`config.mk`:
```
export PLATFORM = sky130hd
export DESIGN_NAME = utf8_to_codepoint_decoder
export DESIGN_NICKNAME = d
export VERILOG_FILES = /design/src/rtl/core/u8d_pkg.sv /design/src/rtl/core/u8d_ctrl.sv /design/src/rtl/core/u8d_datapath.sv /design/src/rtl/core/utf8_to_codepoint_decoder.sv
export SDC_FILE = /design/constraint.sdc
export NUM_CORES = 1
export LEC_CHECK = 0
export BUFFER_PORTS_ARGS = -buffer_cell sky130_fd_sc_hd__clkbuf_2
export CORE_ASPECT_RATIO = 2
export CORE_MARGIN = 2
export CORE_UTILIZATION = 58
export DETAILED_ROUTE_END_ITERATION = 7
export PLACE_DENSITY = 0.77
export SYNTH_ARGS = -nofsm -noshare
export SYNTH_HDL_FRONTEND = slang
export SYNTH_SLANG_ARGS = --single-unit
```
`constraint.sdc`:
```
create_clock -name i_clk -period 5.6 [get_ports i_clk]
set_input_delay 1.68 -clock i_clk [delete_from_list [all_inputs] [get_ports i_clk]]
set_output_delay 1.68 -clock i_clk [all_outputs]
set_load 0.01 [all_outputs]
```
`src/rtl/core/u8d_pkg.sv`:
```
// ----------------------------------------------------------------------------
// u8d_pkg
// Shared types and constants of the UTF-8 to code point decoder: controller
// states and the command and status groups between controller and datapath.
// ----------------------------------------------------------------------------
package u8d_pkg;

    localparam int unsigned BYTE_W = 8;
    localparam int unsigned CP_W   = 32;
    localparam int unsigned CNT_W  = 3;

    typedef enum logic [0:0] {
        ST_IDLE,
        ST_SCAN
    } t_state;

    typedef struct packed {
        logic load;
        logic step;
        logic finish;
    } t_cmd;

    typedef struct packed {
        logic result;
        logic stg_vld;
        logic out_free;
        logic last;
    } t_sts;

endpackage

```
`src/rtl/core/u8d_ctrl.sv`:
```
// ----------------------------------------------------------------------------
// u8d_ctrl
// Sequencer: takes one byte, then steps the scan of the held bytes once per
// cycle until it ends, stalling while the output register is occupied.
// ----------------------------------------------------------------------------
module u8d_ctrl (
    input  logic          i_clk,
    input  logic          i_rst_n,
    input  logic          i_s_tvalid,
    output logic          o_s_tready,
    input  u8d_pkg::t_sts i_sts,
    output u8d_pkg::t_cmd o_cmd
);

    u8d_pkg::t_state r_state;
    u8d_pkg::t_state n_state;

    always_ff @(posedge i_clk) begin
        if (!i_rst_n) begin
            r_state <= u8d_pkg::ST_IDLE;
        end else begin
            r_state <= n_state;
        end
    end

    always_comb begin
        n_state      = r_state;
        o_s_tready   = 1'b0;
        o_cmd        = '0;
        case (r_state)
            u8d_pkg::ST_IDLE: begin
                o_s_tready = 1'b1;
                if (i_s_tvalid) begin
                    o_cmd.load = 1'b1;
                    n_state    = u8d_pkg::ST_SCAN;
                end
            end
            u8d_pkg::ST_SCAN: begin
                if (i_sts.result) begin
                    if (!i_sts.stg_vld || i_sts.out_free) begin
                        o_cmd.step = 1'b1;
                    end
                end else if (!(i_sts.stg_vld || i_sts.last) || i_sts.out_free) begin
                    o_cmd.finish = 1'b1;
                    n_state      = u8d_pkg::ST_IDLE;
                end
            end
            default: begin
                n_state = u8d_pkg::ST_IDLE;
            end
        endcase
    end

endmodule

```
`src/rtl/core/u8d_datapath.sv`:
```
// ----------------------------------------------------------------------------
// u8d_datapath
// Byte buffer, scan step decode, staging result and output register. One
// result is held back in staging until it is known whether it ends the run.
// ----------------------------------------------------------------------------
module u8d_datapath (
    input  logic                        i_clk,
    input  logic                        i_rst_n,
    input  u8d_pkg::t_cmd               i_cmd,
    output u8d_pkg::t_sts               o_sts,
    input  logic [u8d_pkg::BYTE_W-1:0]  i_byte,
    input  logic                        i_last,
    input  logic                        i_cfg_wr_en,
    input  logic [u8d_pkg::CP_W-1:0]    i_cfg_wr_data,
    input  logic                        i_m_tready,
    output logic                        o_m_tvalid,
    output logic [u8d_pkg::CP_W-1:0]    o_m_tdata,
    output logic                        o_m_tlast,
    output logic [1:0]                  o_m_tuser
);

    localparam logic [7:0] LIM_ASCII = 8'h80;
    localparam logic [7:0] LIM_BAD   = 8'hC2;
    localparam logic [7:0] LIM_TWO   = 8'hE0;
    localparam logic [7:0] LIM_THREE = 8'hF0;
    localparam logic [7:0] LIM_STOP  = 8'hF5;
    localparam logic [7:0] CONT_MASK = 8'hC0;
    localparam logic [7:0] CONT_TAG  = 8'h80;

    logic [u8d_pkg::BYTE_W-1:0] r_buf [4];
    logic [u8d_pkg::BYTE_W-1:0] n_buf [4];
    logic [u8d_pkg::CNT_W-1:0]  r_cnt;
    logic                       r_stopped;
    logic                       r_last;
    logic [u8d_pkg::CP_W-1:0]   r_marker;
    logic [u8d_pkg::CP_W-1:0]   r_stg_cp;
    logic                       r_stg_vld;
    logic                       r_out_vld;
    logic [u8d_pkg::CP_W-1:0]   r_out_cp;
    logic                       r_out_has;
    logic                       r_out_run_last;
    logic                       r_out_done;

    logic [7:0]                 lead;
    logic [u8d_pkg::CNT_W-1:0]  need;
    logic [u8d_pkg::CNT_W-1:0]  drop;
    logic                       cont_ok;
    logic                       res;
    logic                       stop;
    logic [u8d_pkg::CP_W-1:0]   res_cp;
    logic                       out_free;

    always_comb begin
        lead = r_buf[0];
        if (lead < LIM_TWO) begin
            need = 3'd2;
        end else if (lead < LIM_THREE) begin
            need = 3'd3;
        end else begin
            need = 3'd4;
        end
        cont_ok = ((r_buf[1] & CONT_MASK) == CONT_TAG)
               && (need < 3'd3 || (r_buf[2] & CONT_MASK) == CONT_TAG)
               && (need < 3'd4 || (r_buf[3] & CONT_MASK) == CONT_TAG);
        res    = 1'b0;
        stop   = 1'b0;
        drop   = 3'd1;
        res_cp = '0;
        if (r_cnt == '0) begin
            res = 1'b0;
        end else if (lead < LIM_ASCII) begin
            res    = 1'b1;
            res_cp = {24'd0, lead};
        end else if (lead < LIM_BAD) begin
            res    = 1'b1;
            res_cp = r_marker;
        end else if (lead >= LIM_STOP) begin
            stop = 1'b1;
        end else if (r_cnt < need) begin
            res = 1'b0;
        end else if (!cont_ok) begin
            res    = 1'b1;
            res_cp = r_marker;
        end else begin
            res  = 1'b1;
            drop = need;
            case (need)
                3'd2: res_cp = {21'd0, lead[4:0], r_buf[1][5:0]};
                3'd3: res_cp = {16'd0, lead[3:0], r_buf[1][5:0], r_buf[2][5:0]};
                default: res_cp = {11'd0, lead[2:0], r_buf[1][5:0], r_buf[2][5:0],
                                   r_buf[3][5:0]};
            endcase
        end
    end

    always_comb begin
        n_buf = r_buf;
        if (i_cmd.load) begin
            n_buf[r_cnt[1:0]] = i_byte;
        end else if (i_cmd.step) begin
            case (drop)
                3'd1: begin
                    n_buf[0] = r_buf[1];
                    n_buf[1] = r_buf[2];
                    n_buf[2] = r_buf[3];
                end
                3'd2: begin
                    n_buf[0] = r_buf[2];
                    n_buf[1] = r_buf[3];
                end
                3'd3: begin
                    n_buf[0] = r_buf[3];
                end
                default: begin
                end
            endcase
        end
    end

    assign out_free = !r_out_vld || i_m_tready;

    always_comb begin
        o_sts.result   = res;
        o_sts.stg_vld  = r_stg_vld;
        o_sts.out_free = out_free;
        o_sts.last     = r_last;
    end

    always_ff @(posedge i_clk) begin
        r_buf <= n_buf;
        if (i_cmd.load) begin
            r_last <= i_last;
        end
        if (i_cmd.step) begin
            r_stg_cp <= res_cp;
            if (r_stg_vld) begin
                r_out_cp       <= r_stg_cp;
                r_out_has      <= 1'b1;
                r_out_run_last <= 1'b0;
                r_out_done     <= 1'b0;
            end
        end
        if (i_cmd.finish && (r_stg_vld || r_last)) begin
            r_out_cp       <= r_stg_vld ? r_stg_cp : '0;
            r_out_has      <= r_stg_vld;
            r_out_run_last <= 1'b1;
            r_out_done     <= r_last;
        end
    end

    always_ff @(posedge i_clk) begin
        if (!i_rst_n) begin
            r_cnt     <= '0;
            r_stopped <= 1'b0;
            r_stg_vld <= 1'b0;
            r_out_vld <= 1'b0;
            r_marker  <= '1;
        end else begin
            if (i_cfg_wr_en) begin
                r_marker <= i_cfg_wr_data;
            end
            if ((i_cmd.step && r_stg_vld)
                    || (i_cmd.finish && (r_stg_vld || r_last))) begin
                r_out_vld <= 1'b1;
            end else if (r_out_vld && i_m_tready) begin
                r_out_vld <= 1'b0;
            end
            if (i_cmd.load && !r_stopped) begin
                r_cnt <= r_cnt + 3'd1;
            end else if (i_cmd.step) begin
                r_cnt <= r_cnt - drop;
            end else if (i_cmd.finish && (r_last || stop)) begin
                r_cnt <= '0;
            end
            if (i_cmd.step) begin
                r_stg_vld <= 1'b1;
            end else if (i_cmd.finish) begin
                r_stg_vld <= 1'b0;
            end
            if (i_cmd.finish && r_last) begin
                r_stopped <= 1'b0;
            end else if (i_cmd.finish && stop) begin
                r_stopped <= 1'b1;
            end
        end
    end

    assign o_m_tvalid = r_out_vld;
    assign o_m_tdata  = r_out_cp;
    assign o_m_tlast  = r_out_run_last;
    assign o_m_tuser  = {r_out_done, r_out_has};

endmodule

```
`src/rtl/core/utf8_to_codepoint_decoder.sv`:
```
// ----------------------------------------------------------------------------
// utf8_to_codepoint_decoder
// Decodes a UTF-8 byte stream into code points, one byte taken at a time.
// ----------------------------------------------------------------------------
// A result passes from the byte buffer through the staging register to the
// output register. A new byte is taken only after the scan of the held bytes
// has ended; the sequencer steps that scan over the results the byte releases.
// Output back-pressure stalls the scan once a second result is waiting.
// Reset (synchronous, active low) empties the buffer, clears the stop and
// output valid, and sets the invalid marker to all ones.
module utf8_to_codepoint_decoder (
    input  logic        i_clk,
    input  logic        i_rst_n,
    input  logic        s_axis_tvalid,
    output logic        s_axis_tready,
    input  logic [7:0]  s_axis_tdata,   // [7:0] data_byte
    input  logic        s_axis_tlast,
    output logic        m_axis_tvalid,
    input  logic        m_axis_tready,
    output logic [31:0] m_axis_tdata,   // [31:0] code_point
    output logic        m_axis_tlast,
    output logic [1:0]  m_axis_tuser,   // [0] has_code_point, [1] string_done
    input  logic        i_cfg_wr_en,
    input  logic [31:0] i_cfg_wr_data
);

    u8d_pkg::t_cmd cmd;
    u8d_pkg::t_sts sts;

    u8d_ctrl u_ctrl (
        .i_clk      (i_clk),
        .i_rst_n    (i_rst_n),
        .i_s_tvalid (s_axis_tvalid),
        .o_s_tready (s_axis_tready),
        .i_sts      (sts),
        .o_cmd      (cmd)
    );

    u8d_datapath u_dp (
        .i_clk         (i_clk),
        .i_rst_n       (i_rst_n),
        .i_cmd         (cmd),
        .o_sts         (sts),
        .i_byte        (s_axis_tdata),
        .i_last        (s_axis_tlast),
        .i_cfg_wr_en   (i_cfg_wr_en),
        .i_cfg_wr_data (i_cfg_wr_data),
        .i_m_tready    (m_axis_tready),
        .o_m_tvalid    (m_axis_tvalid),
        .o_m_tdata     (m_axis_tdata),
        .o_m_tlast     (m_axis_tlast),
        .o_m_tuser     (m_axis_tuser)
    );

endmodule

```
==> flow_summary.yaml <==
status:
  run_status: "complete, no violations"
cells_and_area:
  post-route-util_pct: 67.3
  syn_to_final_growth_pct: 14.4
  layout.nets: 707
  fillers: 835
  multi_input_area_sq_um: 2570
  diodes: 0
  layout.cells.non_filler: 808
  layout-drive-gt1-share_pct: 20.1
  ff_latch_area_sq_um: 3770
setup_path:
  crit_buf_inv: 1
  crit_fanout: 33
  required_ns: 5.77
  cp_slowest_cell: "edfxtp_1"
  cp_slowest_stage_delay_ns: 0.91
  worstPathArrival_ns: 3.98
  criticalPathCategory: "flop to flop"
  cpMostUsedCell: "nand4_1"
  critical-path-top-delay-family: "simple AND/OR/NAND/NOR gates"
  cp_cell_sequence: "nand4_1, inv_2, ha_1, nand4_1, a31oi_1, a211oi_4, nand3b_1, and2_1"
  critPathCaptureType: "flop"
  start_kind: "flop"
clocking:
  htreeDepth: 4
  hold_buffers: 0
  cts_setup_buffers: 0
  clockBufferDepth: 2
  clkTransAtPathRegs_ns: 0.06
  clock-sinks: 139
  cts_tree: "yes"
  cts_inserted_buffers: 17
  clk_latency_ns: 0.43
  root_buffer: "clkbuf_16"
  post_cts_resized: 0
power_and_ir_drop:
  leakage_nw: 2.99
  power.density_nw_per_um2: 387
  ir_drop_uv: 257
yosys:
  ys.flop_type: "edfxtp_1"
  synth-seq-area-share_pct: 57.2
  synthArstFlopShare_pct: 0
  synthCells: 595
  synth.most_common_cell: "edfxtp_1"
  yosysWarnings: 0
  synth_edf_count: 99
  yosysTopAreaCell: "edfxtp_1"
  yosys-top-cells-area: "edfxtp_1 45%, dfxtp_1 12%, mux2i_1 7.9%"
  syn_nets: 649
  ys_types: 63
  synth_area_sq_um: 6590
  synth_top_area_share_pct: 45.1
  syn_avg_cell_area_sq_um: 11.1
  ys_ff_latch: 139
  synth_common_cells: "99 x edfxtp_1, 67 x nand2_1, 52 x mux2i_1"
place:
  dp_hpwl_um: 11200
  place_congestion: 0.951
  portBuffers: 82
  place_inst: 776
floorplan:
  coreArea_sq_um: 11200
  row_count: 55
  start_util_pct: 58.8
  die_x_um: 79.4
  io_pins: 83
  die_h_um: 155
  die_area_sq_um: 12300
min_path:
  hp-class: "flop to flop"
sta:
  fin_crit_ns: 3.81
  setup_tns_ns: 0
  max_freq_mhz: 263
  hold_viol: 0
  max-slew-margin-rel_pct: 25.3
  rsz0062_at_grt: "false"
  period_share_pct: 68.0
  holdWs_ns: 0.466
  final-max-slew-violation-count: 0
  worstMarginPinSlew_ns: 1.12
  setup_viol: 0
  skew_ns: 0.00959
route:
  avgRoutedWirePerCell_um: 19.0
  wl_um: 15300
  avgViaCountPerCell: 5.89
  dr.pass1.iters: 5
  remaining_drc_errors: 0
  first_iter_violations: 418
  postRouteAntennaNets: 0
  vias: 4758
global_route:
  grt_pass1_wl_um: 24200
  antenna_found_initial: 0
  gr-usage-all-layers_pct: 26.7
  overflow: 0
  grt_pass1_vias: 4665
  grt_max_degree: 45
flow_run:
  maxCapViolCount: 0
path summary, 6_finish.rpt:
check | startpoint | cells past startpoint | slack [ns] | endpoint
setup reg to reg | u_dp.lead[4] | 8 | 1.79 | u_dp.o_m_tdata[10]
hold / removal | u_dp.r_marker[27] | 2 | 0.47 | u_dp.r_marker[27]
hold reg to reg | u_dp.r_marker[27] | 2 | 0.47 | u_dp.r_marker[27]
setup / recovery | u_dp.lead[4] | 8 | 1.79 | u_dp.o_m_tdata[10]
layer usage:
layer  GRT usage, %  share of wire (%)
met1           26.4                 33
met3           6.13                4.9
met5              0                  0
met4           14.9                5.2
met2           49.4                 57
logic make-up after synthesis:
group / share of synthesized area [%]
buf+inv: 3.89
compound gates: 11.9
mux: 8.12
fa+ha+maj: 1.63
xor+xnor: 0.247
simple gates: 17.0
flops: 57.2
through the flow:
| stage | area, sq um | worst slack (ns) | power, mW |
|---|---|---|---|
| finish | 7550 | 1.79 | 2.92 |
| detailed placement | 6970 | 1.64 | 1.84 |
| floorplan | 6590 | 0.947 | 1.70 |
| CTS | 7550 | 1.80 | 2.93 |
| global route | 7550 | 1.49 | 3.04 |
| global placement | 6970 | 1.71 | 1.82 |
worst min-delay path: cells and delay by family, from the launching register on:
kind	cells	cell delay, ns
DFF	1	0.32
muxes	1	0.06
and+or+nand+nor	1	0.06
final cells by class:
class,instances,area share [%]
Multi-Input combinational cell,403,34.0
Tap cell,142,2.35
Sequential cell,139,50.0
Timing Repair Buffer,83,5.54
Clock inverter,15,1.99
Inverter,9,0.448
Clock buffer,17,5.64
power by group:
| part | total [mW] | internal (mW) | switching [mW] |
|---|---|---|---|
| sequential | 1.33 | 1.24 | 0.0867 |
| combinational | 0.503 | 0.192 | 0.311 |
| clock | 1.09 | 0.625 | 0.466 |
| total | 2.92 | 2.06 | 0.863 |
flip-flops by register name (all words and copies together), names as in the netlist:
register,flops
u_dp.o_m_tdata,32
u_dp.r_marker,32
u_dp.r_stg_cp,32
u_dp.r_buf,24
u_dp.lead,8
u_dp.r_cnt,3
u_ctrl.r_state,1
u_dp.o_m_tlast,1
u_dp.o_m_tvalid,1
u_dp.r_last,1
u_dp.r_out_done,1
u_dp.r_out_has,1
u_dp.r_stg_vld,1
u_dp.r_stopped,1
placed cells by master, fill, tap and decap left out, drive strengths merged, types with 2 or more instances in the layout:
cell type and count:
a221oi 2, a31oi 2, nor3 17, nand3 33
edfxtp 99, o211ai 12, and2 45, clkinvlp 2
a22o 2, clkbuf 99, clkinv 5, nand2 70
a211oi 6, dfxtp 40, nand4 2, a21o 2
and3 2, or4 2, a21oi 32, nor2b 11
nor2 34, nand2b 4, o21a 9, inv 16
ha 7, mux2i 52, o21ai 37
(Power assumes the default switching activity.)
